### src/rtl/ax923_pkg.sv
// Package for the ANSI X.923 padding block: sizes, register indexes, status
// codes and the command/status structs between the controller and datapath.
// No dependencies.
package ax923_pkg;

    // Largest supported cipher block in bytes and the widths that follow.
    localparam int MAX_BLOCK  = 32;
    localparam int PTR_W      = $clog2(MAX_BLOCK);
    localparam int CNT_W      = PTR_W + 1;
    localparam int BYTE_W     = 8;
    localparam int CFG_IDX_W  = 2;
    localparam int CFG_DATA_W = 6;
    localparam int USER_W     = 3;

    localparam logic [CNT_W-1:0]  BS_RESET = CNT_W'(16);
    localparam logic [CNT_W-1:0]  BS_MAX   = CNT_W'(MAX_BLOCK);

    // Configuration register indexes.
    localparam logic [CFG_IDX_W-1:0] REG_BLOCK_SIZE = 2'd0;
    localparam logic [CFG_IDX_W-1:0] REG_DIRECTION  = 2'd1;

    // Direction values.
    localparam logic DIR_ADD   = 1'b0;
    localparam logic DIR_STRIP = 1'b1;

    // Result status reported on the final transfer of a message.
    typedef enum logic [1:0] {
        ST_OK       = 2'd0,
        ST_BAD_LEN  = 2'd1,
        ST_BAD_PAD  = 2'd2,
        ST_BAD_FILL = 2'd3
    } status_t;

    // How the buffer index register moves; the read address follows it.
    typedef enum logic [2:0] {
        IDX_HOLD,
        IDX_ZERO,
        IDX_LAST,
        IDX_FILL,
        IDX_INC
    } idx_op_t;

    // Source of the next output transfer.
    typedef enum logic [2:0] {
        OSEL_IN,
        OSEL_SHIFT,
        OSEL_PAD,
        OSEL_REL,
        OSEL_STATUS
    } out_sel_t;

    // Commands from the controller to the datapath.
    typedef struct packed {
        logic     accept;
        logic     cfg_we;
        logic     rd_en;
        idx_op_t  idx_op;
        logic     emit;
        out_sel_t out_sel;
        logic     rp_inc;
        logic     cnt_dec;
        logic     pad_load;
        logic     st_load;
        status_t  st_code;
        logic     clear;
    } ax_cmd_t;

    // Status from the datapath to the controller.
    typedef struct packed {
        logic dir;
        logic in_has;
        logic in_eom;
        logic held_full;
        logic item_eom;
        logic out_free;
        logic cnt_last;
        logic len_bad;
        logic pad_bad;
        logic pad_one;
        logic bs_one;
        logic rdata_nz;
        logic fill_more;
        logic keep_zero;
        logic rel_last;
    } ax_stat_t;

endpackage

### src/rtl/ax923_ram.sv
// Generic single-port-write, single-port-read RAM with a registered read.
// A read and a write at the same address in one cycle return the old data.
// No dependencies.
module ax923_ram #(
    parameter int WIDTH = 8,
    parameter int DEPTH = 32
) (
    input  logic                     aclk,
    input  logic                     we,
    input  logic [$clog2(DEPTH)-1:0] waddr,
    input  logic [WIDTH-1:0]         wdata,
    input  logic                     re,
    input  logic [$clog2(DEPTH)-1:0] raddr,
    output logic [WIDTH-1:0]         rdata
);

    logic [WIDTH-1:0] mem [DEPTH];
    logic [WIDTH-1:0] rdata_reg;

    // Write port and registered read port.
    always_ff @(posedge aclk) begin
        if (we) begin
            mem[waddr] <= wdata;
        end
        if (re) begin
            rdata_reg <= mem[raddr];
        end
    end

    assign rdata = rdata_reg;

endmodule

### src/rtl/ax923_dp.sv
// Datapath of the ANSI X.923 padding block: configuration registers, block
// counters, the hold buffer RAM, status checks and the output register.
// Depends on ax923_pkg and ax923_ram.
module ax923_dp import ax923_pkg::*; (
    input  logic                  aclk,
    input  logic                  aresetn,
    input  logic [BYTE_W-1:0]     s_tdata,
    input  logic                  s_tuser,
    input  logic                  s_tlast,
    input  logic [CFG_IDX_W-1:0]  cfg_index,
    input  logic [CFG_DATA_W-1:0] cfg_data,
    input  ax_cmd_t               cmd,
    output ax_stat_t              stat,
    input  logic                  m_tready,
    output logic                  m_tvalid,
    output logic [BYTE_W-1:0]     m_tdata,
    output logic [USER_W-1:0]     m_tuser,
    output logic                  m_tlast
);

    logic [CNT_W-1:0]  bs_reg;
    logic              dir_reg;
    logic [CNT_W-1:0]  held_reg;
    logic [PTR_W-1:0]  rp_reg;
    logic [PTR_W-1:0]  pos_reg;
    logic              seen_reg;
    logic              item_eom_reg;
    logic [PTR_W-1:0]  idx_reg;
    logic [CNT_W-1:0]  pad_reg;
    logic [CNT_W-1:0]  cnt_reg;
    status_t           st_reg;
    logic              out_valid_reg;
    logic [BYTE_W-1:0] out_data_reg;
    logic [USER_W-1:0] out_user_reg;
    logic              out_last_reg;

    logic [CNT_W-1:0]  bs_eff;
    logic [CNT_W-1:0]  pos_inc;
    logic [PTR_W-1:0]  pos_next;
    logic [CNT_W-1:0]  add_pad;
    logic              full;
    logic              ram_we;
    logic [PTR_W-1:0]  waddr;
    logic [PTR_W-1:0]  idx_next;
    logic [PTR_W-1:0]  raddr;
    logic [BYTE_W-1:0] rdata;
    logic [CNT_W-1:0]  rp_inc;
    logic              cfg_hit;
    logic              clear_all;
    logic              out_free;
    logic              cnt_last;
    logic              rel_last;
    logic [CNT_W-1:0]  keep;
    logic [BYTE_W-1:0] emit_data;
    logic              emit_valid;
    logic              emit_last;
    status_t           emit_st;

    // Add two ring offsets below the block size and wrap once.
    function automatic logic [PTR_W-1:0] wrap_add(
        input logic [PTR_W-1:0] a,
        input logic [PTR_W-1:0] b,
        input logic [CNT_W-1:0] bs
    );
        logic [CNT_W-1:0] sum;
        sum = {1'b0, a} + {1'b0, b};
        if (sum >= bs) begin
            sum = sum - bs;
        end
        return sum[PTR_W-1:0];
    endfunction

    // Effective block size: zero acts as one, oversize values clamp.
    always_comb begin
        if (bs_reg == '0) begin
            bs_eff = CNT_W'(1);
        end else if (bs_reg > BS_MAX) begin
            bs_eff = BS_MAX;
        end else begin
            bs_eff = bs_reg;
        end
    end

    // Block position after the incoming item and the pad length it implies.
    assign pos_inc  = {1'b0, pos_reg} + CNT_W'(1);
    assign pos_next = !s_tuser ? pos_reg :
                      (pos_inc == bs_eff) ? '0 : pos_inc[PTR_W-1:0];
    assign add_pad  = bs_eff - {1'b0, pos_next};

    // Hold buffer write: overwrite the oldest byte once the buffer is full.
    assign full   = (held_reg >= bs_eff);
    assign ram_we = cmd.accept && (dir_reg == DIR_STRIP) && s_tuser;
    assign waddr  = full ? rp_reg : wrap_add(rp_reg, held_reg[PTR_W-1:0], bs_eff);

    // Index of the next buffer read, relative to the oldest held byte.
    always_comb begin
        case (cmd.idx_op)
            IDX_HOLD: idx_next = idx_reg;
            IDX_ZERO: idx_next = '0;
            IDX_LAST: idx_next = PTR_W'(bs_eff - CNT_W'(1));
            IDX_FILL: idx_next = PTR_W'(bs_eff - rdata[CNT_W-1:0]);
            IDX_INC:  idx_next = idx_reg + PTR_W'(1);
            default:  idx_next = idx_reg;
        endcase
    end

    assign raddr = wrap_add(rp_reg, idx_next, bs_eff);

    ax923_ram #(
        .WIDTH (BYTE_W),
        .DEPTH (MAX_BLOCK)
    ) u_hold (
        .aclk  (aclk),
        .we    (ram_we),
        .waddr (waddr),
        .wdata (s_tdata),
        .re    (cmd.rd_en),
        .raddr (raddr),
        .rdata (rdata)
    );

    assign rp_inc = {1'b0, rp_reg} + CNT_W'(1);

    // A write to a listed register abandons the message in progress.
    assign cfg_hit   = (cfg_index == REG_BLOCK_SIZE) || (cfg_index == REG_DIRECTION);
    assign clear_all = cmd.clear || (cmd.cfg_we && cfg_hit);

    // Configuration registers.
    always_ff @(posedge aclk) begin
        if (!aresetn) begin
            bs_reg  <= BS_RESET;
            dir_reg <= DIR_ADD;
        end else if (cmd.cfg_we) begin
            case (cfg_index)
                REG_BLOCK_SIZE: bs_reg  <= cfg_data;
                REG_DIRECTION:  dir_reg <= cfg_data[0];
                default: ;
            endcase
        end
    end

    // Message counters.
    always_ff @(posedge aclk) begin
        if (!aresetn) begin
            held_reg <= '0;
            rp_reg   <= '0;
            pos_reg  <= '0;
            seen_reg <= 1'b0;
        end else if (clear_all) begin
            held_reg <= '0;
            rp_reg   <= '0;
            pos_reg  <= '0;
            seen_reg <= 1'b0;
        end else begin
            if (cmd.accept) begin
                pos_reg <= pos_next;
                if (s_tuser) begin
                    seen_reg <= 1'b1;
                end
                if (ram_we && !full) begin
                    held_reg <= held_reg + CNT_W'(1);
                end
            end
            if (cmd.rp_inc) begin
                rp_reg <= (rp_inc == bs_eff) ? '0 : rp_inc[PTR_W-1:0];
            end
        end
    end

    // Per-message working registers.
    always_ff @(posedge aclk) begin
        if (cmd.accept) begin
            item_eom_reg <= s_tlast;
            if (dir_reg == DIR_ADD) begin
                cnt_reg <= add_pad;
                pad_reg <= add_pad;
            end
        end
        if (cmd.cnt_dec) begin
            cnt_reg <= cnt_reg - CNT_W'(1);
        end
        if (cmd.pad_load) begin
            pad_reg <= rdata[CNT_W-1:0];
        end
        if (cmd.st_load) begin
            st_reg <= cmd.st_code;
        end
        idx_reg <= idx_next;
    end

    assign cnt_last = (cnt_reg == CNT_W'(1));
    assign keep     = bs_eff - pad_reg;
    assign rel_last = ({1'b0, idx_reg} + CNT_W'(1)) == keep;

    // Output transfer contents by source.
    always_comb begin
        emit_data  = '0;
        emit_valid = 1'b1;
        emit_last  = 1'b0;
        emit_st    = ST_OK;
        case (cmd.out_sel)
            OSEL_IN:    emit_data = s_tdata;
            OSEL_SHIFT: emit_data = rdata;
            OSEL_PAD: begin
                emit_data = cnt_last ? BYTE_W'(pad_reg) : '0;
                emit_last = cnt_last;
            end
            OSEL_REL: begin
                emit_data = rdata;
                emit_last = rel_last;
            end
            OSEL_STATUS: begin
                emit_valid = 1'b0;
                emit_last  = 1'b1;
                emit_st    = st_reg;
            end
            default: ;
        endcase
    end

    // Output register: loads when empty or being drained.
    assign out_free = !out_valid_reg || m_tready;

    always_ff @(posedge aclk) begin
        if (!aresetn) begin
            out_valid_reg <= 1'b0;
        end else if (cmd.emit) begin
            out_valid_reg <= 1'b1;
        end else if (m_tready) begin
            out_valid_reg <= 1'b0;
        end
    end

    always_ff @(posedge aclk) begin
        if (cmd.emit) begin
            out_data_reg <= emit_data;
            out_user_reg <= {emit_st, emit_valid};
            out_last_reg <= emit_last;
        end
    end

    assign m_tvalid = out_valid_reg;
    assign m_tdata  = out_data_reg;
    assign m_tuser  = out_user_reg;
    assign m_tlast  = out_last_reg;

    // Status toward the controller.
    always_comb begin
        stat.dir       = dir_reg;
        stat.in_has    = s_tuser;
        stat.in_eom    = s_tlast;
        stat.held_full = full;
        stat.item_eom  = item_eom_reg;
        stat.out_free  = out_free;
        stat.cnt_last  = cnt_last;
        stat.len_bad   = !seen_reg || (pos_reg != '0) || (held_reg != bs_eff);
        stat.pad_bad   = (rdata == '0) || (rdata > BYTE_W'(bs_eff));
        stat.pad_one   = (rdata == BYTE_W'(1));
        stat.bs_one    = (bs_eff == CNT_W'(1));
        stat.rdata_nz  = (rdata != '0);
        stat.fill_more = ({1'b0, idx_reg} + CNT_W'(2)) < bs_eff;
        stat.keep_zero = (pad_reg == bs_eff);
        stat.rel_last  = rel_last;
    end

endmodule

### src/rtl/ax923_ctrl.sv
// Controller of the ANSI X.923 padding block: sequences item intake, pad
// emission and the end-of-message check and release.
// Depends on ax923_pkg.
module ax923_ctrl import ax923_pkg::*; (
    input  logic     aclk,
    input  logic     aresetn,
    input  logic     s_tvalid,
    output logic     s_tready,
    input  logic     cfg_valid,
    output logic     cfg_ready,
    input  ax_stat_t stat,
    output ax_cmd_t  cmd
);

    typedef enum logic [2:0] {
        S_IDLE,
        S_PAD,
        S_SHIFT,
        S_CHK,
        S_PADCHK,
        S_FILL,
        S_REL,
        S_FIN
    } state_t;

    state_t state_reg;
    state_t state_next;
    logic   idle;
    logic   accept;

    assign idle      = (state_reg == S_IDLE);
    assign cfg_ready = idle;
    assign s_tready  = idle && stat.out_free && !cfg_valid;
    assign accept    = s_tvalid && s_tready;

    // Next state and commands.
    always_comb begin
        state_next   = state_reg;
        cmd          = '0;
        cmd.idx_op   = IDX_HOLD;
        cmd.out_sel  = OSEL_IN;
        cmd.st_code  = ST_OK;
        cmd.cfg_we   = cfg_valid && cfg_ready;
        case (state_reg)
            S_IDLE: begin
                if (accept) begin
                    cmd.accept = 1'b1;
                    if (stat.dir == DIR_ADD) begin
                        if (stat.in_has) begin
                            cmd.emit    = 1'b1;
                            cmd.out_sel = OSEL_IN;
                        end
                        if (stat.in_eom) begin
                            state_next = S_PAD;
                        end
                    end else if (stat.in_has && stat.held_full) begin
                        // Read the oldest byte while the new one replaces it.
                        cmd.rd_en  = 1'b1;
                        cmd.idx_op = IDX_ZERO;
                        state_next = S_SHIFT;
                    end else if (stat.in_eom) begin
                        state_next = S_CHK;
                    end
                end
            end
            S_PAD: begin
                if (stat.out_free) begin
                    cmd.emit    = 1'b1;
                    cmd.out_sel = OSEL_PAD;
                    cmd.cnt_dec = 1'b1;
                    if (stat.cnt_last) begin
                        cmd.clear  = 1'b1;
                        state_next = S_IDLE;
                    end
                end
            end
            S_SHIFT: begin
                if (stat.out_free) begin
                    cmd.emit    = 1'b1;
                    cmd.out_sel = OSEL_SHIFT;
                    cmd.rp_inc  = 1'b1;
                    state_next  = stat.item_eom ? S_CHK : S_IDLE;
                end
            end
            S_CHK: begin
                if (stat.len_bad) begin
                    cmd.st_load = 1'b1;
                    cmd.st_code = ST_BAD_LEN;
                    state_next  = S_FIN;
                end else begin
                    // Fetch the pad length byte at the end of the block.
                    cmd.rd_en  = 1'b1;
                    cmd.idx_op = IDX_LAST;
                    state_next = S_PADCHK;
                end
            end
            S_PADCHK: begin
                cmd.pad_load = 1'b1;
                if (stat.pad_bad) begin
                    cmd.st_load = 1'b1;
                    cmd.st_code = ST_BAD_PAD;
                    state_next  = S_FIN;
                end else if (stat.pad_one) begin
                    if (stat.bs_one) begin
                        cmd.st_load = 1'b1;
                        cmd.st_code = ST_OK;
                        state_next  = S_FIN;
                    end else begin
                        cmd.rd_en  = 1'b1;
                        cmd.idx_op = IDX_ZERO;
                        state_next = S_REL;
                    end
                end else begin
                    cmd.rd_en  = 1'b1;
                    cmd.idx_op = IDX_FILL;
                    state_next = S_FILL;
                end
            end
            S_FILL: begin
                // Walk the filler bytes, one read per cycle.
                if (stat.rdata_nz) begin
                    cmd.st_load = 1'b1;
                    cmd.st_code = ST_BAD_FILL;
                    state_next  = S_FIN;
                end else if (stat.fill_more) begin
                    cmd.rd_en  = 1'b1;
                    cmd.idx_op = IDX_INC;
                end else if (stat.keep_zero) begin
                    cmd.st_load = 1'b1;
                    cmd.st_code = ST_OK;
                    state_next  = S_FIN;
                end else begin
                    cmd.rd_en  = 1'b1;
                    cmd.idx_op = IDX_ZERO;
                    state_next = S_REL;
                end
            end
            S_REL: begin
                if (stat.out_free) begin
                    cmd.emit    = 1'b1;
                    cmd.out_sel = OSEL_REL;
                    if (stat.rel_last) begin
                        cmd.clear  = 1'b1;
                        state_next = S_IDLE;
                    end else begin
                        cmd.rd_en  = 1'b1;
                        cmd.idx_op = IDX_INC;
                    end
                end
            end
            S_FIN: begin
                if (stat.out_free) begin
                    cmd.emit    = 1'b1;
                    cmd.out_sel = OSEL_STATUS;
                    cmd.clear   = 1'b1;
                    state_next  = S_IDLE;
                end
            end
            default: state_next = S_IDLE;
        endcase
    end

    // State register.
    always_ff @(posedge aclk) begin
        if (!aresetn) begin
            state_reg <= S_IDLE;
        end else begin
            state_reg <= state_next;
        end
    end

endmodule

### src/rtl/ansi_x923_padding.sv
// Top level of the ANSI X.923 padding block: a streaming byte engine that
// adds padding or checks and removes it, as set by the direction register.
// Depends on ax923_pkg, ax923_ctrl and ax923_dp.
//
// Usage:
//   The s_ channel takes one item per transfer: a message byte in s_tdata,
//   s_tuser high when that byte is present, s_tlast high at message end.
//   The m_ channel returns bytes in m_tdata, m_tuser[0] high when the byte
//   is real, m_tuser[2:1] the status, m_tlast on the last transfer of a
//   message. The cfg_ channel writes the block length (index 0) and the
//   direction (index 1) while the block is idle; either write drops the message.
//   Adding: one item per cycle while the output register is free; at message
//   end the pad bytes follow at one per cycle as it frees, up to one full block
//   of them. Removing: a byte that only fills the hold buffer is stored; one
//   that pushes an older byte out sends it on after a registered buffer read.
//   The end check tests the length and the pad length byte, then the filler
//   bytes; the release sends the kept bytes or the status transfer. The add
//   path output is registered and shows in the cycle after acceptance. Reset
//   clears the counters, sets a 16-byte block and direction add. A stalled
//   receiver holds the output register; intake pauses until it is free.
module ansi_x923_padding import ax923_pkg::*; (
    input  logic                  aclk,
    input  logic                  aresetn,
    // Input stream.
    input  logic                  s_tvalid,
    output logic                  s_tready,
    input  logic [BYTE_W-1:0]     s_tdata,  // [7:0] data_byte
    input  logic                  s_tuser,  // [0] has_byte
    input  logic                  s_tlast,
    // Result stream.
    output logic                  m_tvalid,
    input  logic                  m_tready,
    output logic [BYTE_W-1:0]     m_tdata,  // [7:0] out_byte
    output logic [USER_W-1:0]     m_tuser,  // [0] out_valid, [2:1] status
    output logic                  m_tlast,
    // Configuration writes.
    input  logic                  cfg_valid,
    output logic                  cfg_ready,
    input  logic [CFG_IDX_W-1:0]  cfg_index,
    input  logic [CFG_DATA_W-1:0] cfg_data
);

    ax_cmd_t  cmd;
    ax_stat_t stat;

    ax923_ctrl u_ctrl (
        .aclk      (aclk),
        .aresetn   (aresetn),
        .s_tvalid  (s_tvalid),
        .s_tready  (s_tready),
        .cfg_valid (cfg_valid),
        .cfg_ready (cfg_ready),
        .stat      (stat),
        .cmd       (cmd)
    );

    ax923_dp u_dp (
        .aclk      (aclk),
        .aresetn   (aresetn),
        .s_tdata   (s_tdata),
        .s_tuser   (s_tuser),
        .s_tlast   (s_tlast),
        .cfg_index (cfg_index),
        .cfg_data  (cfg_data),
        .cmd       (cmd),
        .stat      (stat),
        .m_tready  (m_tready),
        .m_tvalid  (m_tvalid),
        .m_tdata   (m_tdata),
        .m_tuser   (m_tuser),
        .m_tlast   (m_tlast)
    );

endmodule
### config.mk
export PLATFORM = sky130hd
export DESIGN_NAME = ansi_x923_padding
export DESIGN_NICKNAME = d
export VERILOG_FILES = /design/src/rtl/ax923_pkg.sv /design/src/rtl/ax923_ram.sv /design/src/rtl/ax923_dp.sv /design/src/rtl/ax923_ctrl.sv /design/src/rtl/ansi_x923_padding.sv
export SDC_FILE = /design/constraint.sdc
export NUM_CORES = 1
export LEC_CHECK = 0
export ABC_AREA = 0
export ABC_CLOCK_PERIOD_IN_PS = 14300
export BUFFER_PORTS_ARGS = -buffer_cell sky130_fd_sc_hd__buf_2
export CAP_MARGIN = 20
export CORE_ASPECT_RATIO = 2
export CORE_MARGIN = 4
export CORE_UTILIZATION = 60
export DETAILED_ROUTE_END_ITERATION = 8
export PLACE_DENSITY = 0.77
export SETUP_SLACK_MARGIN = 0.3
export SKIP_CTS_REPAIR_TIMING = 1
export SYNTH_ARGS = -nofsm -noshare
export SYNTH_HDL_FRONTEND = slang
export SYNTH_SLANG_ARGS = --single-unit
### constraint.sdc
create_clock -name aclk -period 14.3 [get_ports aclk]
set_input_delay 2.86 -clock aclk [delete_from_list [all_inputs] [get_ports aclk]]
set_output_delay 2.86 -clock aclk [all_outputs]
set_load 0.01 [all_outputs]
=== Yosys cells after proc, flatten, opt, wreduce, memory -nomap -nowiden ===
Memory sizes are Yosys's and may differ from the RTL's. A register that Yosys moved wholly into a read port is not among the register bits.
Index checks and enable logic that the tools add are counted.

* $add $sub $neg: 15
* $mul: 0
* Divide/modulo/power cells: 0
* Order comparisons: 6
* Equality and inequality tests: 36
* Shift operators: 0
* Multiplexer cells: 79
* Bitwise gates (word level): 1
* Reduce and logical (&&, ||, !) cells: 38

{| class="wikitable"
|+ Operator list
! cell !! count
|-
| $mux W3 || 22
|-
| $mux W4 || 14
|-
| $mux W6 || 7
|-
| $pmux W4 S5 || 2
|-
| $mux W5 || 7
|-
| $eq A6 B6 Y1 || 4
|-
| $pmux W3 S8 || 1
|-
| $pmux W8 S3 || 1
|-
| $pmux W5 S4 || 1
|-
| $add A5 B1 Y6 const B || 3
|-
| $eq A3 B2 Y1 const B || 6
|-
| $eq A3 B3 Y1 const B || 6
|-
| $ge A6 B6 Y1 || 3
|-
| $mux W1 || 17
|-
| $mux W8 || 2
|-
| $sub A5 B5 Y5 || 3
|-
| $add A5 B5 Y6 || 2
|-
| $eq A6 B1 Y1 const B || 2
|-
| $ne A2 B1 Y1 const B || 6
|-
| $reduce_and A2 Y1 || 6
|-
| $reduce_and A10 Y1 || 1
|-
| $eq A3 B1 Y1 const B || 3
|-
| $logic_and A1 B1 Y1 || 9
|-
| $pmux W3 S3 || 1
|-
| other kinds (29) || 46
|}

* Register bits after elaboration: 60
* Latch bits: 0
* RAM bits: 256
* Memory bits (read-only): 0
* Bits of input ports: 23
* Output and inout bits: 15
* Word-level logic and storage cells: 193
* Memories: 1

{| class="wikitable"
|+ Memories
! name !! depth !! width !! rd ports !! clocked after Yosys merged registers in !! wr ports !! line !! source
|-
| u_dp.u_hold.mem || 32 || 8 || 1 || 1 || 1 || ax923_ram.sv:17 || <nowiki>logic [WIDTH-1:0] mem [DEPTH];</nowiki>
|}

=== Logic depth before layout (Yosys ltp) ===
Gate-level depths: netlist of run 1.

* Word-level depth: 14
* Depth in mapped cells: 34

=== Modules after synthesis ===
A second synthesis of run 1 with hierarchy kept.

* Cell total of the unflattened synthesis: 1095
* Area total of the unflattened synthesis: 15871.5 µm²

{| class="wikitable"
|+ Modules (own cells, without submodules)
! module !! instances !! cells each !! area each (µm²) !! seq. area each (µm²)
|-
| ax923_ram || 1 || 417 || 10133.5 || 7927.6
|-
| ax923_dp || 1 || 592 || 5171.2 || 1411.4
|-
| ax923_ctrl || 1 || 86 || 566.8 || 60.1
|}

=== Worst setup path after synthesis of run 1 ===
No wires, ideal clock.

* Kind: input port to flip-flop
* Start: in m_tready
* End: reg u_dp.u_hold.rdata_reg[0] (netlist: u_dp.u_hold.rdata[0]), read port of u_dp.u_hold.mem, data pin
* Library setup time: 203 ps
* Data arrival time: 7631 ps
* Required time: 14097 ps
* Setup slack: 6466 ps
* Stages: 22
* Path buffers: 4
* Path through: nand2b_1 > clkbuf_1 > nand2_1 > o31ai_2 > nor3_1 > inv_1 > o21ai_0 > ha_1 > fa_1 > xor2_1 > ha_1 > nor2b_1 > o31a_4 > a221o_1 > or3_1 > buf_2 > buf_6 > buf_6 > mux2i_1 > a32oi_1 > a31oi_1 > a2111oi_1

{| class="wikitable"
|+ RTL lines
! item !! line !! source
|-
| start: declaration || ansi_x923_padding.sv:32 || <nowiki>input logic m_tready,</nowiki>
|-
| end: declaration || ax923_ram.sv:18 || <nowiki>logic [WIDTH-1:0] rdata_reg;</nowiki>
|}

==> results_dict.tcl, run 1 <==
set metrics [dict create \
    yosysMostFrequentCell "edfxtp_1" \
    final_util_pct 66.99 \
    largest_register_ff_count 256 \
    yosysTopAreaCellShare_pct 55.24 \
    die-height_um 237.6 \
    power_frac_seq_pct 46.9 \
    hold_viol 0 \
    synth_cells 1362 \
    power_frac_comb_pct 18.1 \
    outcome "completed" \
    p_sw_share_pct 27.74 \
    drcViolationCount 0 \
    max_stage_delay_ns 0.75 \
    grt_overflow 0 \
    dieArea_sq_um 29180 \
    ir_drop_mv 0.1155 \
    fin_crit_ns 9.358 \
    syn_area_per_cell_sq_um 11.61 \
    p_switching_uw 627.4 \
    timing.setup.tns_ns 0 \
    gp_congestion 0.9509 \
    fin_nets 1487 \
    synth-seq-area-share_pct 59.42 \
    power_density_nw_per_um2 130.6 \
    grt_pass1_vias 11380 \
    grt_use_total_pct 28.06 \
    ys_top_cells_by_count "291 x edfxtp_1, 262 x nand2_1, 101 x nand3_1, 74 x nor2_1, 61 x ha_1" \
    synthArstFlopShare_pct 0 \
    leakage_uw 0.006162 \
    cts_tree "done" \
    slowest_stage "buf_4" \
    via_count 11050 \
    dp_hpwl_mm 28.47 \
    clock-sinks 324 \
    slew_headroom_pct 26.74 \
    hp-class "reg2reg" \
    synth_edf_count 291 \
    setup_viol 0 \
    grt_max_degree 105 \
    synth-main-ff-cell "edfxtp_1" \
    vias_per_cell 6.281 \
    worst_setup_path_start_kind "flip-flop" \
    first_pass_iters 5 \
    drt_iter0_markers 961 \
    pwr-share-clk_pct 35.0 \
    syn-cell-area_sq_um 15820 \
    rsz0062_at_grt "no" \
    area_growth_pct 9.508 \
    crit_arrival_ns 9.71 \
    ys_ff_latch 324 \
    fin_skew_ns 0.01044 \
    cts_root_buf "clkbuf_16" \
    chipWidth_um 122.8 \
    timing.final.crit_share_pct 65.44 \
    cp_max_fo 68 \
    synth_fp_nets 1453 \
    cp.required_ns 14.65 \
    synth.top_cells.by_area "edfxtp_1 55%, nand2_1 6.2%, ha_1 4.8%, dfxtp_1 4.2%, nand3_1 3.2%" \
    initial_core_util_pct 61.17 \
    drt-total-wl_mm 40.52 \
    endpoint_kind "flip-flop" \
    num_io_pins 38 \
    core-area_sq_um 25860 \
    clock_path_buffers 3 \
    io_buffers 37 \
    p_int_uw 1634 \
    antenna_found_initial 1 \
    cts_made_buffers 28 \
    worst_hold_slack_ns 0.4586 \
    maxCapViolCount 0 \
    detail_route.wl_per_cell_um 23.04 \
    clk-insertion-delay-late_ns 0.56 \
    fmax_mhz 106.9 \
    worst-setup-path-type "reg2reg" \
    synth_top_area_cell "edfxtp_1" \
    rows 83 \
    antenna_left 0 \
    drive_above_1_share_pct 9.520 \
    grt_pass1_wl_mm 61.71 \
    synth_cell_types 73 \
    htree_levels 1 \
    clk_pin_slew_worst_paths_ns 0.07 \
    slew_violations 0 \
    yosys_warnings 0 \
    fillers 1902 \
    worst_pin_slew_ns 1.091 \
]
-- layout by cell type, fill, tap and decap left out, types with 4 or more instances in the layout --
master and n:
edfxtp_1 291, nand2_1 262, nand3_1 101, nor2_1 74
ha_1 61, mux2i_1 45, a21oi_1 43, inv_1 41
buf_2 39, xnor2_1 34, dfxtp_1 33, a31oi_1 30
clkbuf_16 29, o21ai_0 26, a32oi_1 25, xor2_1 24
nor2b_1 21, nor3_1 20, buf_4 18, a21o_1 16
nand4_1 15, nand2b_1 12, a22oi_1 11, and3_1 10
mux2_2 9, a2111oi_1 8, fa_1 7, clkinv_1 6
o21a_1 6, nor4_1 5, and2_1 5, o211ai_1 5
clkbuf_1 5, bufinv_16 4, clkinvlp_4 4
-- power by group through the flow --
stage	clock (uW)	sequential, uW	combinational [uW]
final	791	1060	410
after detailed placement	0	1080	400
after global routing	835	1060	440
after CTS	801	1060	403
after global placement	0	1080	388
after floorplan	0	1080	281
-- critical path, delay by kind of cell, from the launching register on --
kind,cells,cell delay (ns)
AOI/OAI and AO/OA,12,3.23
xor gates and xnor gates,1,0.18
adders and majority gates,4,1.33
buffers and inverters,4,1.81
DFF,1,0.67
and+or+nand+nor,7,1.79
-- final cells by class --
class	instances	area (sq um)	share of cell area, %
Tap cell	340	425.4	2.456
Sequential cell	324	9399	54.26
Multi-Input combinational cell	940	6018	34.74
Inverter	44	165.2	0.9535
Antenna cell	1	2.502	0.01445
Clock buffer	34	744.5	4.298
Clock inverter	18	216.5	1.250
Timing Repair Buffer	58	350.3	2.023
-- metrics by stage --
stage          total power, uW  setup slack [ns]  cell area (sq um)  std cells
4_1_cts                   2264             5.092              17270       1753
6_report                  2262             4.942              17320       1759
2_1_floorplan             1358             6.466              15820       1362
3_5_place_dp              1482             4.634              16310       1701
3_3_place_gp              1470             4.960              16290       1698
5_1_grt                   2336             4.452              17320       1758
-- final timing paths --
| check | startpoint | slack, ns | cells after the start | endpoint |
|---|---|---|---|---|
| max reg2reg | u_dp.bs_reg[5] | 4.94 | 28 | u_dp.u_hold.rdata[4] |
| max | u_dp.bs_reg[5] | 4.94 | 28 | u_dp.u_hold.rdata[4] |
| min | u_dp.seen_reg | 0.46 | 2 | u_dp.seen_reg |
| min reg2reg | u_dp.seen_reg | 0.46 | 2 | u_dp.seen_reg |
-- cells by family (layout without fill, tap and decap cells) --
kind of cell / Yosys count / count (layout) / synth area share, %
xor+xnor: 58 / 58 / 3.212
simple gates: 554 / 554 / 16.15
buf+inv: 98 / 154 / 2.761
other cells: 0 / 1 / 0
fa+ha+maj: 68 / 68 / 5.711
flops: 324 / 324 / 59.42
mux: 57 / 57 / 3.702
compound gates: 203 / 203 / 9.041
-- metal layers --
| metal | wire (um) | track usage (%) | vias up |
|---|---|---|---|
| met5 | 0 | 0 | - |
| met3 | 2053 | 3.619 | 177 |
| met1 | 12680 | 26.87 | 5327 |
| li1 | - | - | 5079 |
| met2 | 21930 | 51.87 | 465 |
| met4 | 3858 | 22.23 | 0 |
Note: power is estimated with default switching activity, not from simulation.
==> inputs of run 2 (changes only) <==
- ABC_AREA: 0 -> 1
- ABC_CLOCK_PERIOD_IN_PS: 14300 -> 7500
- CORE_UTILIZATION: 60 -> 57
- PLACE_DENSITY: 0.77 -> 0.76
- clock period: 14.3 -> 7.5 ns (I/O delays scaled with it)
==> results_dict.tcl, run 2 <==
set metrics [dict create \
    via_count 13160 \
    endpoint_kind "flip-flop" \
    outcome "completed" \
    ys_ff_latch 324 \
    antenna_found_initial 0 \
    yosys_warnings 0 \
    place_ws_ns 0.1187 \
    num_io_pins 38 \
    synth_fp_nets 1961 \
    synth-main-ff-cell "edfxtp_1" \
    synth_top_family_by_area "simple AND/OR/NAND/NOR gates" \
    syn-cell-area_sq_um 17030 \
    initial_core_util_pct 57.71 \
    synth.top_cells.by_area "edfxtp_1 51%, nand2_1 9.3%, nand3_1 8.6%, inv_1 7.5%, ha_1 4.5%" \
    slew_headroom_pct 42.53 \
    io_buffers 37 \
    antenna_left 0 \
    crit_buf_inv 4 \
    core-area_sq_um 29510 \
    yosysTopAreaCellShare_pct 51.31 \
    synth_xor_area_share_pct 2.726 \
    clock_path_buffers 3 \
    synth_compound_area_share_pct 4.165 \
    detail_route.wl_per_cell_um 20.77 \
    path_common_cell "nand2_1" \
    grt_overflow 0 \
    final_common_cell "nand2_1" \
    synthArstFlopShare_pct 0 \
    cts_made_buffers 29 \
    drt-total-wl_mm 47.59 \
    chipWidth_um 130.2 \
    cts_tree "done" \
    max_stage_delay_ns 0.45 \
    htree_levels 1 \
    fmax_mhz 147.4 \
    crit_arrival_ns 7.11 \
    syn_area_per_cell_sq_um 9.108 \
    final_cell_mix "421 x nand2_1, 337 x inv_1, 294 x nand3_1" \
    cts_root_buf "clkbuf_16" \
    fin_ws_ns 0.7169 \
    worst_setup_path_start_kind "flip-flop" \
    rsz0062_at_grt "no" \
    slew_violations 0 \
    fin_nets 1998 \
    drt_iter0_markers 996 \
    synthMuxAreaShare_pct 0.05877 \
    grt_use_total_pct 29.06 \
    rows 89 \
    vias_per_cell 5.742 \
    ys_top_cells_by_count "424 x nand2_1, 340 x inv_1, 294 x nand3_1, 291 x edfxtp_1, 119 x nor2_1" \
    gp_congestion 0.9609 \
    synth_cell_types 41 \
    synth_fa_ha_area_share_pct 5.304 \
    grt_pass1_wl_mm 71.94 \
    hp-class "reg2reg" \
    maxCapViolCount 0 \
    synth_top_area_cell "edfxtp_1" \
    grt_pass1_vias 13000 \
    cp_max_fo 18 \
    worst_pin_slew_ns 0.8620 \
    largest_register_ff_count 256 \
    dieArea_sq_um 32880 \
    cp_top_family "simple AND/OR/NAND/NOR gates" \
    timing.final.crit_share_pct 90.44 \
    hold_viol 0 \
    slowest_stage "fa_1" \
    clock-sinks 324 \
    synth-seq-area-share_pct 55.19 \
    clk-insertion-delay-late_ns 0.57 \
    first_pass_iters 7 \
    cp.required_ns 7.83 \
    timing.setup.tns_ns 0 \
    area_growth_pct 9.639 \
    yosys.area_share.simple_pct 23.30 \
    synth_edf_count 291 \
    setup_viol 0 \
    fin_crit_ns 6.783 \
    yosysMostFrequentCell "nand2_1" \
    worst-setup-path-type "reg2reg" \
    worst_hold_slack_ns 0.4742 \
    clk_pin_slew_worst_paths_ns 0.07 \
    drcViolationCount 0 \
    fin_skew_ns 0.01342 \
    dp_hpwl_mm 33.22 \
    die-height_um 252.5 \
    diodes 0 \
    synth_cells 1870 \
    grt_max_degree 89 \
    drive_above_1_share_pct 6.850 \
]
## run 2: cells by family (layout without fill, tap and decap cells)
family                     Yosys count  after routing
muxes                                1              1
adders and majority gates           68             68
DFF                                324            324
AOI/OAI and AO/OA                  121            121
buffers and inverters              400            457
and+or+nand+nor                    903            903
xor gates and xnor gates            53             53
## run 2: final timing paths
kind / from / end / depth (start not counted) / slack [ns]
setup / recovery: u_dp.bs_reg[5] / u_dp.u_hold.rdata[3] / 35 / 0.72
hold / removal: u_dp.seen_reg / u_dp.seen_reg / 2 / 0.47
setup reg to reg: u_dp.bs_reg[5] / u_dp.u_hold.rdata[3] / 35 / 0.72
hold reg to reg: u_dp.seen_reg / u_dp.seen_reg / 2 / 0.47
## run 2: worst register-to-register path: cells and delay by family, from the launching register on
kind | cells | cell delay, ns
xor gates and xnor gates | 1 | 0.23
buffers and inverters | 4 | 0.64
and+or+nand+nor | 20 | 2.72
adders and majority gates | 5 | 1.68
AOI/OAI and AO/OA | 5 | 0.89
DFF | 1 | 0.40
## run 2: area by class of cell
| type | count | area, sq um |
|---|---|---|
| inverters | 340 | 1287 |
| flip-flops and latches | 324 | 9400 |
| well taps | 364 | 455.4 |
| repair buffers | 66 | 498.0 |
| fillers | 2391 | 10840 |
| clock inverters | 17 | 197.7 |
| multi-input cells | 1146 | 6090 |
| clock buffers | 34 | 744.5 |
## run 2: per-layer routing
layer / global-route usage, % / vias up / routed length [um]
li1: - / 6206 / -
met1: 28.91 / 6156 / 15060
met2: 51.78 / 569 / 24660
met3: 3.976 / 225 / 2890
met4: 24.26 / 0 / 4975
met5: 0 / - / 0
## run 2: stage by stage
step	instances	instance area, sq um	util, %
after detailed placement	2237	17640	59.78
after global routing	2291	18670	63.28
after CTS	2288	18580	62.98
final	2291	18670	63.28
after floorplan	1870	17030	-
after global placement	2236	17630	59.75
Power of run 2 is left out: the tool's default activity adds up to more than one toggle a clock period on the data nets, which glitch-free logic cannot reach.
